## src/hdl/rspe_pkg.sv

```systemverilog
package rspe_pkg;

   localparam int SYM_BITS     = 8;
   localparam int MAX_PARITY   = 16;
   localparam int IDX_BITS     = 4;
   localparam int CNT_BITS     = 5;
   localparam int POLY_BITS    = 9;
   localparam int CSR_IDX_BITS = 1;
   localparam int CSR_DW       = 9;

   localparam logic [CSR_IDX_BITS-1:0] CSR_PRIM_POLY = 1'b0;
   localparam logic [CSR_IDX_BITS-1:0] CSR_N_PARITY  = 1'b1;

   localparam logic CMD_LOAD = 1'b0;
   localparam logic CMD_DATA = 1'b1;

   localparam logic [POLY_BITS-1:0] PRIM_POLY_RESET = 9'd285;
   localparam logic [CNT_BITS-1:0]  N_PARITY_RESET  = 5'd16;
   localparam logic [CNT_BITS-1:0]  NPAR_MIN        = 5'd2;
   localparam logic [CNT_BITS-1:0]  NPAR_MAX        = CNT_BITS'(MAX_PARITY);

   typedef logic [SYM_BITS-1:0] sym_type;
   typedef sym_type [MAX_PARITY-1:0] parity_type;

   // Handoff from the LFSR to the output burst when a block finishes.
   typedef struct packed {
      logic                valid;
      logic [CNT_BITS-1:0] count;
   } block_done_type;

endpackage

```

## src/hdl/rspe_gf_mul.sv

```systemverilog
module rspe_gf_mul
   import rspe_pkg::*;
(
   input  sym_type a,
   input  sym_type b,
   input  sym_type red,
   output sym_type prod
);

   sym_type acc;
   sym_type sh;

   // Shift-and-add product, reducing by the field polynomial at each shift.
   always_comb begin
      acc = '0;
      sh  = a;
      for (int i = 0; i < SYM_BITS; i++) begin
         if (b[i]) begin
            acc = acc ^ sh;
         end
         if (sh[SYM_BITS-1]) begin
            sh = {sh[SYM_BITS-2:0], 1'b0} ^ red;
         end else begin
            sh = {sh[SYM_BITS-2:0], 1'b0};
         end
      end
      prod = acc;
   end

endmodule

```

## src/hdl/rspe_lfsr.sv

```systemverilog
module rspe_lfsr
   import rspe_pkg::*;
(
   input  logic                 clock,
   input  logic                 reset,
   input  logic                 accept,
   input  logic                 command,
   input  logic [IDX_BITS-1:0]  coef_index,
   input  sym_type              symbol,
   input  logic                 is_last,
   input  logic [POLY_BITS-1:0] prim_poly,
   input  logic [CNT_BITS-1:0]  n_parity,
   output parity_type           block_parity,
   output block_done_type       done
);

   parity_type          parity_ff;
   parity_type          parity_in;
   parity_type          coef_ff;
   parity_type          prod;
   logic [CNT_BITS-1:0] n_act;
   logic [CNT_BITS-1:0] n_top;
   sym_type             fb;
   logic                data_fire;

   always_comb begin
      if (n_parity < NPAR_MIN) begin
         n_act = NPAR_MIN;
      end else if (n_parity > NPAR_MAX) begin
         n_act = NPAR_MAX;
      end else begin
         n_act = n_parity;
      end
   end

   assign n_top     = n_act - 1'b1;
   assign fb        = symbol ^ parity_ff[n_top[IDX_BITS-1:0]];
   assign data_fire = accept && (command == CMD_DATA);

   for (genvar j = 0; j < MAX_PARITY; j++) begin : g_tap
      rspe_gf_mul u_mul (
         .a    (coef_ff[j]),
         .b    (fb),
         .red  (prim_poly[SYM_BITS-1:0]),
         .prod (prod[j])
      );
   end

   // Taps at or above the active count hold their value.
   always_comb begin
      parity_in[0] = prod[0];
      for (int j = 1; j < MAX_PARITY; j++) begin
         if (CNT_BITS'(j) < n_act) begin
            parity_in[j] = parity_ff[j-1] ^ prod[j];
         end else begin
            parity_in[j] = parity_ff[j];
         end
      end
   end

   always_ff @(posedge clock) begin
      if (reset) begin
         parity_ff <= '0;
      end else if (data_fire) begin
         parity_ff <= is_last ? '0 : parity_in;
      end
   end

   always_ff @(posedge clock) begin
      if (accept && (command == CMD_LOAD)) begin
         coef_ff[coef_index] <= symbol;
      end
   end

   assign block_parity = parity_in;
   assign done.valid   = data_fire && is_last;
   assign done.count   = n_act;

endmodule

```

## src/hdl/rspe_burst.sv

```systemverilog
module rspe_burst
   import rspe_pkg::*;
(
   input  logic                clock,
   input  logic                reset,
   input  block_done_type      done,
   input  parity_type          block_parity,
   input  logic                rsp_tready,
   output logic                rsp_tvalid,
   output logic                rsp_tlast,
   output sym_type             rsp_symbol,
   output logic [IDX_BITS-1:0] rsp_index,
   output logic                free
);

   logic                busy_ff;
   logic [IDX_BITS-1:0] cnt_ff;
   logic [CNT_BITS-1:0] len_ff;
   parity_type          buf_ff;
   logic                take;
   logic                at_end;
   logic                final_beat;

   assign take       = busy_ff && rsp_tready;
   assign at_end     = (CNT_BITS'(cnt_ff) + 1'b1) == len_ff;
   assign final_beat = take && at_end;
   assign free       = !busy_ff || final_beat;

   always_ff @(posedge clock) begin
      if (reset) begin
         busy_ff <= 1'b0;
         cnt_ff  <= '0;
         len_ff  <= NPAR_MIN;
      end else if (done.valid) begin
         busy_ff <= 1'b1;
         cnt_ff  <= '0;
         len_ff  <= done.count;
      end else if (final_beat) begin
         busy_ff <= 1'b0;
      end else if (take) begin
         cnt_ff  <= cnt_ff + 1'b1;
      end
   end

   always_ff @(posedge clock) begin
      if (done.valid) begin
         buf_ff <= block_parity;
      end
   end

   assign rsp_tvalid = busy_ff;
   assign rsp_tlast  = busy_ff && at_end;
   assign rsp_symbol = buf_ff[cnt_ff];
   assign rsp_index  = cnt_ff;

   a_load_when_free: assert property (@(posedge clock) disable iff (reset)
      done.valid && busy_ff |-> final_beat)
      else $error("burst reloaded while words remain");

   a_cnt_in_range: assert property (@(posedge clock) disable iff (reset)
      busy_ff |-> (CNT_BITS'(cnt_ff) < len_ff))
      else $error("burst index beyond block length");

   a_cnt_steps: assert property (@(posedge clock) disable iff (reset)
      take && !at_end && !done.valid |=> cnt_ff == $past(cnt_ff) + 1'b1)
      else $error("burst index did not advance");

   a_len_range: assert property (@(posedge clock) disable iff (reset)
      busy_ff |-> (len_ff >= NPAR_MIN) && (len_ff <= NPAR_MAX))
      else $error("burst length out of range");

endmodule

```

## src/hdl/reed_solomon_parity_encoder.sv

```systemverilog
// Systematic Reed-Solomon parity generator over GF(2^8), built as an LFSR whose
// taps all update in the same cycle. Each input word is either a generator
// coefficient load (tuser low: coefficient index and value) or a message symbol
// (tuser high), sent highest message index first; tlast on a message symbol ends
// the block. Words may arrive back to back. The cycle after the last symbol of a
// block, its parity symbols start leaving on the result channel, index 0 first,
// one word per cycle while the receiver is ready, with tlast on the final one;
// the LFSR is cleared for the next block at the same time, so the next block's
// symbols may stream in while the burst drains. The burst holds one block: a
// block-ending symbol is only taken once the previous burst is handing over its
// final word, so a ready receiver sustains one word per cycle if no block has
// fewer message symbols than parity symbols. The field polynomial (its low eight
// bits, the x^8 term being implied) and the parity count (clamped to 2..16) are
// written through the csr port; the user must write them only while the block is
// idle, which the block does not enforce; coefficients must be loaded before use.
module reed_solomon_parity_encoder
   import rspe_pkg::*;
(
   input  logic                    clock,
   input  logic                    reset,

   input  logic                    req_tvalid,
   output logic                    req_tready,
   input  logic [15:0]             req_tdata,  // coef_index[3:0], symbol[11:4], zero
   input  logic                    req_tuser,  // command
   input  logic                    req_tlast,  // is_last

   output logic                    rsp_tvalid,
   input  logic                    rsp_tready,
   output logic [15:0]             rsp_tdata,  // parity_symbol[7:0], parity_index[11:8], zero
   output logic                    rsp_tlast,  // last_parity

   input  logic                    csr_wen,
   input  logic [CSR_IDX_BITS-1:0] csr_index,
   input  logic [CSR_DW-1:0]       csr_wdata
);

   logic [POLY_BITS-1:0] prim_poly_ff;
   logic [CNT_BITS-1:0]  n_parity_ff;
   logic                 accept;
   logic                 burst_free;
   parity_type           block_parity;
   block_done_type       done;
   sym_type              rsp_symbol;
   logic [IDX_BITS-1:0]  rsp_index;

   always_ff @(posedge clock) begin
      if (reset) begin
         prim_poly_ff <= PRIM_POLY_RESET;
         n_parity_ff  <= N_PARITY_RESET;
      end else if (csr_wen) begin
         case (csr_index)
            CSR_PRIM_POLY: prim_poly_ff <= csr_wdata[POLY_BITS-1:0];
            CSR_N_PARITY:  n_parity_ff  <= csr_wdata[CNT_BITS-1:0];
            default: ;
         endcase
      end
   end

   // Only a block-ending message symbol needs the burst register to be free.
   assign req_tready = burst_free || !((req_tuser == CMD_DATA) && req_tlast);
   assign accept     = req_tvalid && req_tready;

   rspe_lfsr u_lfsr (
      .clock        (clock),
      .reset        (reset),
      .accept       (accept),
      .command      (req_tuser),
      .coef_index   (req_tdata[IDX_BITS-1:0]),
      .symbol       (req_tdata[IDX_BITS+SYM_BITS-1:IDX_BITS]),
      .is_last      (req_tlast),
      .prim_poly    (prim_poly_ff),
      .n_parity     (n_parity_ff),
      .block_parity (block_parity),
      .done         (done)
   );

   rspe_burst u_burst (
      .clock        (clock),
      .reset        (reset),
      .done         (done),
      .block_parity (block_parity),
      .rsp_tready   (rsp_tready),
      .rsp_tvalid   (rsp_tvalid),
      .rsp_tlast    (rsp_tlast),
      .rsp_symbol   (rsp_symbol),
      .rsp_index    (rsp_index),
      .free         (burst_free)
   );

   assign rsp_tdata = {4'b0000, rsp_index, rsp_symbol};

endmodule

```

## config.mk

```make
export PLATFORM = sky130hd
export DESIGN_NAME = reed_solomon_parity_encoder
export DESIGN_NICKNAME = d
export VERILOG_FILES = /design/src/hdl/rspe_pkg.sv /design/src/hdl/rspe_gf_mul.sv /design/src/hdl/rspe_lfsr.sv /design/src/hdl/rspe_burst.sv /design/src/hdl/reed_solomon_parity_encoder.sv
export SDC_FILE = /design/constraint.sdc
export NUM_CORES = 2
export LEC_CHECK = 0
export BUFFER_PORTS_ARGS = -buffer_cell sky130_fd_sc_hd__buf_2
export CAP_MARGIN = 20
export CORE_ASPECT_RATIO = 1.2
export CORE_MARGIN = 4
export CORE_UTILIZATION = 55
export DETAILED_ROUTE_END_ITERATION = 16
export GPL_ROUTABILITY_DRIVEN = 1
export PLACE_DENSITY = 0.69
export SLEW_MARGIN = 25
export SYNTH_ARGS = -nofsm -noshare
export SYNTH_HDL_FRONTEND = slang
export SYNTH_SLANG_ARGS = --single-unit
```

## constraint.sdc

```tcl
create_clock -name clock -period 15.13 [get_ports clock]
set_clock_uncertainty 0.1 [all_clocks]
set_input_delay 0.7565 -clock clock [delete_from_list [all_inputs] [get_ports clock]]
set_output_delay 0.7565 -clock clock [all_outputs]
set_load 0.01 [all_outputs]
```

==> impl_metrics.yaml <==
outcome:
  status: "complete, no violations"
synth:
  ys_types: 106
  yosysWarnings: 0
  synth_flop_cell: "edfxtp_1"
  synth_xor_area_share_pct: 33.1
  synth-seq-cells: 407
  yosys.area_share.adder_pct: 0.0486
  synth_top_family_by_area: "XOR/XNOR gates"
  async_flop_share_pct: 0
  synth_area_leader_cell: "xnor2_1"
  synth_edf_count: 256
  synth_compound_area_share_pct: 14.6
  ys_seq_area_share_pct: 20.8
  synthSimpleGateAreaFrac_pct: 21.9
  synthMuxAreaShare_pct: 5.03
  postSynthCellCount: 6509
  synth_top_cell_area_share_pct: 17.4
  synth_area_per_cell_um2: 7.92
  netlist_area_um2: 51500
  synthTopCellsByArea: "xnor2_1, edfxtp_1, nand2_1, xor2_1, xnor3_1"
sta:
  fin_crit_ps: 8170
  fin_crit_sh_pct: 54.0
  fmax_mhz: 122
  slew_violations: 0
  tightest_slew_ps: 1190
  slew_headroom_pct: 20.3
  setup_viol: 0
  fin_tns_setup_ps: 0
  rsz0062_at_grt: "false"
  hold_viol_final: 0
  whs_ps: 265
clock_network:
  cts_tree: "built"
  cts_buffers: 47
  clk_pin_slew_worst_paths_ps: 70
  cts_hold_buf: 0
  htree_levels: 2
  postCtsSetupBuffers: 0
  cts_sinks: 407
  ctsRootBufferMaster: "clkbuf_16"
  ctsLongestPathBuffers: 3
  cts_resized: 0
  clkLatencyLatePin_ps: 630
min_path:
  hold_depth: 2
  hp-start: "csr_wdata[3]"
  hold_path_end: "prim_poly_ff[3]"
  hp-class: "in -> reg"
setup_path:
  critPathArrivalTime_ps: 8410
  timing.rr.start: "n_parity_ff[4]"
  cp_cell_sequence: "buf_4 > nand2b_1 > nor2_2 > buf_4 > inv_4 > ha_1 > xnor2_1 > a2111oi_0 > a222oi_1 > and3_1 > buf_4 > or2_4 > buf_4 > nor2_1 > xnor2_1 > xnor2_1 > xnor2_1 > xnor3_1 > xnor2_1 > o21ai_0"
  r2r-end: "u_burst.buf_ff[71]"
  crit_top_cell: "xnor2_1"
  path_max_fanout: 48
  cp-end-kind: "register"
  rrSetupSlack_ps: 6960
  start_kind: "register"
  cpPeakStageDelay_ps: 750
  reg2reg_depth: 20
  path_class: "reg -> reg"
  required_ps: 15360
  crit_buf_inv: 5
  slowest_stage: "buf_4"
  cpLargestDelayFamily: "XOR/XNOR gates"
placement:
  port_buffers: 42
  place_congestion: 1.01
  dpl_cell_area_um2: 52300
  post-dp-hpwl_um: 141000
pwr:
  ir_drop_mv: 0.109
  powerDensity_nw_per_um2: 151
  total_power_mw: 8.13
  cellLeakagePower_nw: 20.6
run:
  maxCapViolCount: 0
die:
  rows: 122
  io_pins: 52
  die-area_um2: 98700
  die_h_um: 343
  die_w_um: 287
  fp.coreArea_um2: 92700
  start_util_pct: 55.6
layout:
  drive_gt1_share_pct: 7.90
  stdcell_area_um2: 53900
  multi_input_area_um2: 38700
  final_core_util_pct: 58.2
  synthToLayoutAreaGrowth_pct: 4.66
  regArea_um2: 10700
  nFillCells: 8404
  nets: 6248
global_route:
  grt_pass1_wl_um: 298000
  grt_pass1_vias: 45176
  grt_max_degree: 112
  antenna_found_initial: 12
  grt_usage_pct: 40.4
  overflow: 0
drt:
  via_per_inst: 6.53
  wl_met2_um: 88500
  drtPass1Iterations: 8
  drt_iter0_markers: 6648
  drc: 0
  num_vias: 48958
  route.met3.wl_um: 25000
  ant_nets: 0
  wl_per_cell_um: 27.5
  routed_wl_um: 206000
  highest_layer: "met5"
  wl_met1_um: 73600
-- cell families after synthesis --
logic type | count (synthesis)
and+or+nand+nor | 2590
xor gates and xnor gates | 1660
AOI/OAI and AO/OA | 1122
buffers and inverters | 544
DFF | 407
muxes | 183
adders and majority gates | 2
other | 1
-- registers in the layout, summed over array words and instances (netlist names) --
| name | count |
|---|---|
| u_burst.rsp_index | 4 |
| u_lfsr.parity_ff | 128 |
| u_lfsr.coef_ff | 128 |
| u_burst.len_ff | 5 |
| prim_poly_ff | 8 |
| u_burst.buf_ff | 128 |
| u_burst.rsp_tvalid | 1 |
| n_parity_ff | 5 |
-- how the worst max path moves through the flow --
stage	depth (start not counted)	start	slack, ps	to
after floorplan	11	u_burst.rsp_index[0]	9360	u_burst.buf_ff[0]
after global placement	20	n_parity_ff[4]	7420	u_burst.buf_ff[71]
after detailed placement	20	n_parity_ff[4]	7350	u_burst.buf_ff[71]
after CTS	20	n_parity_ff[4]	7310	u_burst.buf_ff[71]
after global routing	20	n_parity_ff[4]	6920	u_burst.buf_ff[71]
final	20	n_parity_ff[4]	6960	u_burst.buf_ff[71]
-- metrics by stage --
step	setup slack, ps	cells
finish	6960	7502
global route	6920	7492
CTS	7310	7491
detailed placement	7350	7404
global placement	7420	7403
floorplan	9360	6512
-- Yosys cell counts (28+ instances only) --
master,n
nand2b_1,59
a21oi_1,241
mux2i_1,62
xnor2_1,1025
o21ai_0,212
nor4_1,43
a211oi_1,69
nor3_1,83
a32oi_1,39
a22o_1,90
buf_2,125
xor2_1,445
o21ai_1,122
clkbuf_1,283
edfxtp_1,256
or3_1,28
nand3_1,76
and3_1,67
dfxtp_1,151
buf_1,71
mux2_2,63
nand2_1,1385
o211ai_1,45
or2_1,28
inv_1,33
and2_1,46
xnor3_1,159
mux4_2,54
nor2_1,600
-- cell type report --
class	count	area share, %
diodes	11	0.0510
clock inverters	28	0.469
inverters	40	0.295
clock buffers	59	2.51
well taps	1240	2.88
multi-input cells	5561	71.8
flip-flops and latches	407	19.9
repair buffers	156	2.11
-- per-layer routing --
layer / vias to the layer above / GRT usage, %
li1: 21636 / -
met1: 23278 / 49.6
met2: 3188 / 61.1
met3: 852 / 9.87
met4: 4 / 30.9
met5: - / 0
-- where the power goes --
group	switching [mW]	internal, mW
sequential	0.193	1.48
combinational	2.93	2.31
clock	0.537	0.679
total	3.66	4.47
-- layout by cell type (no fill, tap or decap), drive strengths merged, types with 17 or more instances in the layout --
cell type | netlist | layout
nand2 | 1386 | 1386
xnor2 | 1035 | 1035
nor2 | 606 | 606
xor2 | 452 | 452
o21ai | 335 | 335
edfxtp | 256 | 256
a21oi | 241 | 241
xnor3 | 159 | 159
buf | 221 | 156
dfxtp | 151 | 151
a22o | 90 | 90
nor3 | 85 | 85
nand3 | 76 | 76
a211oi | 69 | 69
and3 | 67 | 67
mux2 | 67 | 67
mux2i | 62 | 62
nand2b | 59 | 59
clkbuf | 283 | 59
mux4 | 54 | 54
and2 | 47 | 47
nor4 | 47 | 47
o211ai | 46 | 46
or2 | 45 | 45
inv | 34 | 44
a32oi | 39 | 39
or3b | 30 | 30
or3 | 29 | 29
a21boi | 25 | 25
nor2b | 24 | 24
o31a | 21 | 21
o21a | 21 | 21
a221oi | 21 | 21
a21o | 19 | 19
nor3b | 18 | 18
a32o | 18 | 18
clkinv | 6 | 18
a211o | 17 | 17
Note: power is estimated with default switching activity, not from simulation.
